### config.mk
export PLATFORM = sky130hd
export DESIGN_NAME = ech_ctrl
export DESIGN_NICKNAME = d
export VERILOG_FILES = /design/src/ech_pkg.sv /design/src/ech_ctrl.sv
export SDC_FILE = /design/constraint.sdc
export NUM_CORES = 1
export LEC_CHECK = 0
export BUFFER_PORTS_ARGS = -buffer_cell sky130_fd_sc_hd__buf_2
export CAP_MARGIN = 10
export CORE_AREA = 2 2 39 41
export DETAILED_ROUTE_END_ITERATION = 7
export DIE_AREA = 0 0 41 43
export MAX_ROUTING_LAYER = met4
export PLACE_DENSITY_LB_ADDON = 0.05
export SLEW_MARGIN = 20
export SYNTH_ARGS = -nofsm -noshare
export SYNTH_HDL_FRONTEND = slang
export SYNTH_SLANG_ARGS = --single-unit
### constraint.sdc
create_clock -name clk_i -period 1.16 [get_ports clk_i]
set_clock_uncertainty 0.05 [all_clocks]
set_input_delay 0.174 -clock clk_i [delete_from_list [all_inputs] [get_ports clk_i]]
set_output_delay 0.174 -clock clk_i [all_outputs]
set_load 0.005 [all_outputs]
### src/ech_pkg.sv
// Shared types and constants of the edge coverage hash counter.
`default_nettype none
package ech_pkg;

  localparam int unsigned MapBits = 16;
  localparam int unsigned MapDepth = 1 << MapBits;
  localparam int unsigned PrevBits = MapBits - 1;
  localparam int unsigned IndexBits = 16;
  localparam int unsigned CountBits = 8;
  localparam int unsigned LineBits = 31;

  localparam logic [31:0] HashBasis = 32'h811C_9DC5;
  localparam logic [31:0] HashPrime = 32'h0100_0193;

  localparam int unsigned InDataBits = 56;
  localparam int unsigned OutDataBits = 24;

  typedef enum logic [1:0] {
    KindName = 2'd0,
    KindLine = 2'd1,
    KindRead = 2'd2
  } kind_e;

  localparam logic AnsUpdate = 1'b0;
  localparam logic AnsRead   = 1'b1;

  typedef enum logic [2:0] {
    StClear,
    StIdle,
    StFold,
    StLookup,
    StRespond
  } state_e;

  typedef struct packed {
    logic clear_wr;
    logic fold_name;
    logic load_line;
    logic fold_line;
    logic finish_line;
    logic load_read;
    logic respond;
  } cmd_t;

  typedef struct packed {
    logic clear_done;
    logic line_zero;
    logic out_free;
  } status_t;

endpackage
`default_nettype wire

### src/ech_ctrl.sv
// Controller state machine of the edge coverage hash counter.
`default_nettype none
module ech_ctrl (
  input  wire logic           clk_i,
  input  wire logic           rst_ni,
  input  wire logic           in_valid_i,
  input  wire logic [1:0]     in_kind_i,
  output logic                in_ready_o,
  input  wire ech_pkg::status_t status_i,
  output ech_pkg::cmd_t       cmd_o
);

  ech_pkg::state_e state_q, state_d;
  logic accept;

  assign in_ready_o = (state_q == ech_pkg::StIdle);
  assign accept = in_valid_i & in_ready_o;

  always_ff @(posedge clk_i or negedge rst_ni) begin
    if (!rst_ni) begin
      state_q <= ech_pkg::StClear;
    end else begin
      state_q <= state_d;
    end
  end

  // Next state.
  always_comb begin
    state_d = state_q;
    unique case (state_q)
      ech_pkg::StClear: begin
        if (status_i.clear_done) state_d = ech_pkg::StIdle;
      end
      ech_pkg::StIdle: begin
        if (accept) begin
          unique case (ech_pkg::kind_e'(in_kind_i))
            ech_pkg::KindLine: state_d = ech_pkg::StFold;
            ech_pkg::KindRead: state_d = ech_pkg::StLookup;
            default:           state_d = ech_pkg::StIdle;
          endcase
        end
      end
      ech_pkg::StFold: begin
        if (status_i.line_zero) state_d = ech_pkg::StLookup;
      end
      ech_pkg::StLookup: state_d = ech_pkg::StRespond;
      ech_pkg::StRespond: begin
        if (status_i.out_free) state_d = ech_pkg::StIdle;
      end
      default: state_d = ech_pkg::StClear;
    endcase
  end

  // Commands.
  always_comb begin
    cmd_o = '0;
    unique case (state_q)
      ech_pkg::StClear: cmd_o.clear_wr = 1'b1;
      ech_pkg::StIdle: begin
        if (accept) begin
          unique case (ech_pkg::kind_e'(in_kind_i))
            ech_pkg::KindName: cmd_o.fold_name = 1'b1;
            ech_pkg::KindLine: cmd_o.load_line = 1'b1;
            ech_pkg::KindRead: cmd_o.load_read = 1'b1;
            default:           cmd_o = '0;
          endcase
        end
      end
      ech_pkg::StFold: begin
        cmd_o.fold_line   = ~status_i.line_zero;
        cmd_o.finish_line = status_i.line_zero;
      end
      ech_pkg::StLookup: cmd_o = '0;
      ech_pkg::StRespond: cmd_o.respond = status_i.out_free;
      default: cmd_o = '0;
    endcase
  end

endmodule
`default_nettype wire

**Word-level counts from Yosys, hierarchy flattened**

Cells that the tools add are included.
W data, S select, Z words.

- Reductions and logical operators: 3
- Equal/unequal tests: 10
- Bitwise logic cells: 2
- Muxes and demuxes: 15

Operators by type and width:

| kind | number |
|---|---|
| $pmux W3 S5 | 1 |
| $mux W3 | 4 |
| $pmux W2 S2 | 2 |
| $eq A3 B2 Y1 const B | 2 |
| $mux W6 | 1 |
| $ne A2 B2 Y1 const B | 3 |
| $mux W1 | 4 |
| $pmux W1 S2 | 2 |
| $reduce_and A4 Y1 | 1 |
| $eq A3 B1 Y1 const B | 1 |
| $eq A3 B3 Y1 const B | 1 |
| $logic_not A3 Y1 | 1 |
| $eq A2 B1 Y1 const B | 1 |
| $eq A2 B2 Y1 const B | 1 |
| $logic_not A2 Y1 | 1 |
| $mux W2 | 1 |
| $ne A2 B1 Y1 const B | 1 |
| $and A1 B1 Y1 | 1 |
| $not A1 Y1 | 1 |

- Output and inout bits: 8
- Bits of input ports: 8
- Register bits: 3
- Word-level logic and storage cells: 31

**Logic depth before layout (Yosys ltp)**

- Depth in word-level cells: 4
- Mapped depth: 4
- Gate-level depth less buffers: 4

**Least setup slack after synthesis**

OpenSTA, ideal clock, no wires.

- Path kind: register -> output
- From: register state_q[2]
- To: output port cmd_o[1] (netlist name)
- Path slack: 0.006 ns
- Path buffers: 1
- Data arrival time: 0.930 ns
- Data required time: 0.936 ns
- Stages on the path, launching flop included: 4
- Path through: dfrtp_1 -> buf_6 -> nor3b_4 -> and3_1

RTL lines:

| item | RTL line | RTL |
|---|---|---|
| start, declared | ech_ctrl.sv:13 | `ech_pkg::state_e state_q, state_d;` |
| start signal, assigned | ech_ctrl.sv:21 | `state_q <= ech_pkg::StClear;` |
| start signal, assigned | ech_ctrl.sv:23 | `state_q <= state_d;` |
| end, declared | ech_ctrl.sv:10 | `output ech_pkg::cmd_t cmd_o` |

==> results.toml <==
[synth]
synth_cell_types = 19
synth-edff-count = 0
synth_commonest_cells = "and3_1, ha_1, dfrtp_1, inv_1"
syn_inst = 32
synth_largest_area_cell = "dfrtp_1"
ys.flop_type = "dfrtp_1"
seq_area_frac_synth_pct = 24.6
async_flop_share_pct = 100
syn_nets = 44
syn_area_per_cell_sq_um = 9.54
netlist.area_leader.share_pct = 24.6
syn-cell-area_sq_um = 305
synth.area.top_cells = "dfrtp_1, ha_1, and3_1"
ys_warn_count = 0
ys_ff_latch = 3

[power_and_ir_drop]
power_density_nw_per_um2 = 2240
sequentialPowerShare_pct = 21.4
swShare_pct = 34.9
vdd_drop_max_mv = 0.757
switching_power_mw = 0.418
leakagePower_nw = 0.292
power_mw = 1.20
clockPowerShare_pct = 15.5
p_comb_share_pct = 63.1
intPower_mw = 0.778

[global_route]
overflow = 0
grt_pass1_vias = 303
grt_pass1_wl_mm = 1.36
top_usage_layer = "met2"
antenna_found_initial = 0
grt_usage_pct = 12.1
use_met3_pct = 3.14
grt_use_met1_pct = 13.6
met2_usage_pct = 18.8
grt_max_degree = 8

[clocking]
root_buffer = "clkbuf_4"
cts_buffers = 3
clk_latency_ps = 230
htreeDepth = 1
cts_sinks = 3
cts_tree = "built"
clk_path_buf_depth = 2
path_clk_slew_ps = 40

[place]
post-place-ws_ps = -65.4
place_area_sq_um = 430
gp_congestion = 0.744
dp.cells = 68
port_buffers = 15
dp_hpwl_um = 668

[floorplan]
die-area_sq_um = 1760
io_pins = 16
core-area_sq_um = 1380
initial_utilization_pct = 22.1
row_count = 14
die_y_um = 43
dieWidth_um = 41

[critical_path]
critical_path.max_fanout = 6
startpoint_type = "flop"
cp.required_ps = 940
cp_num_buf_inv = 1
end_kind = "output pin"
slowest_stage = "dfrtp_2"
crit_family = "flip-flops"
cp_cell_sequence = "nor3b_4 -> and3_1 -> buf_2"
cp_data_arrival_time_ps = 1190
crit_type = "flop to output pin"
slowest_delay_ps = 440

[final_layout]
syn2layout_area_growth_pct = 75.0
nFillCells = 145
top_register = "state_q"
largestRegisters = "state_q: 3 flops"
stdcell_area_sq_um = 534
final_util_pct = 38.6
antennaDiodeCount = 0
layout.cells.non_filler = 77
largest_reg_flops = 3
nets = 74
drive_gt1_share_pct = 60.7

[drt]
drt-pass1-iter-count = 3
num_vias = 330
routed_via_density = 4.29
wirelength_um = 853
postRouteAntennaNets = 0
drcViolationCount = 0
route.detailed.wl_per_inst_um = 11.1
drt_iter0_drc = 4

[run_status]
status = "complete, but fails checks"
violations = "setup timing"

[timing]
hold_ws_ps = 117
setup_ws_ps = -254
clock.fmax_mhz = 707
setup_violations = 9
slew_headroom_pct = 78.4
finalHoldViolations = 0
finalMaxSlewViolations = 0
min_period_ps = 1410
worst_pin_slew_ps = 323
fin_setup_tns_ps = -1810
rsz0062_at_grt = "true"
period_share_pct = 122

[hold_path]
hp-class = "input pin to flop"

[run]
max_cap_violations = 0
[per-layer routing]
layer | vias up | share of wire [%]
met5 | - | 0
met4 | 0 | 0
met3 | 0 | 5.6
met2 | 8 | 52
met1 | 152 | 42
li1 | 170 | -
[cells by family after synthesis]
group,share of synthesized area (%)
AOI/OAI and AO/OA,13.9
adders and majority gates,16.4
and+or+nand+nor,34.0
DFF,24.6
buffers and inverters,11.1
[final timing paths]
kind | from | end | slack [ps] | cells after the start
min | status_i[0] | state_q[2] | 120 | 2
min in group asynchronous | rst_ni | state_q[2] | 220 | 2
max in group asynchronous | rst_ni | state_q[1] | 720 | 2
max reg2reg | state_q[1] | state_q[0] | -130 | 5
max | state_q[2] | cmd_o[5] | -250 | 3
min reg2reg | state_q[1] | state_q[2] | 580 | 2
[power groups by stage]
stage | combinational [mW] | clock, mW | sequential [mW]
after detailed placement | 0.548 | 0 | 0.251
after CTS | 0.747 | 0.192 | 0.257
after global routing | 0.815 | 0.213 | 0.270
after global placement | 0.544 | 0 | 0.246
final | 0.755 | 0.186 | 0.256
after floorplan | 0.362 | 0 | 0.196
[layout by cell type (no fill, tap or decap), drive strengths merged]
master | netlist | final
dlygate4sd3 | 0 | 1
nand4b | 1 | 1
nor3 | 2 | 2
clkbuf | 0 | 4
nor3b | 1 | 1
a211oi | 1 | 1
o31ai | 1 | 1
dfrtp | 3 | 3
o22ai | 1 | 1
o21a | 1 | 1
a21oi | 2 | 2
nand2b | 1 | 1
ha | 4 | 4
and2b | 1 | 1
and4bb | 1 | 1
buf | 2 | 26
and3 | 4 | 4
inv | 3 | 3
nor2 | 1 | 1
nand2 | 2 | 2
[timing repair]
action,in CTS,in global routing
gates resized for setup,8,1
pin swaps,4,3
setup endpoints to repair,9,9
hold buffers,1,0
buffers inserted,3,1
hold endpoints to repair,3,0
[layout make-up]
cell class              instances  area [sq um]  area share (%)
clock buffers                   4          26.3            4.92
multi-input cells              24           214            40.0
flip-flops and latches          3          78.8            14.8
repair buffers                 27           184            34.4
inverters                       3          11.3            2.11
well taps                      16          20.0            3.75
No activity file was read; power rests on OpenSTA's default activity.
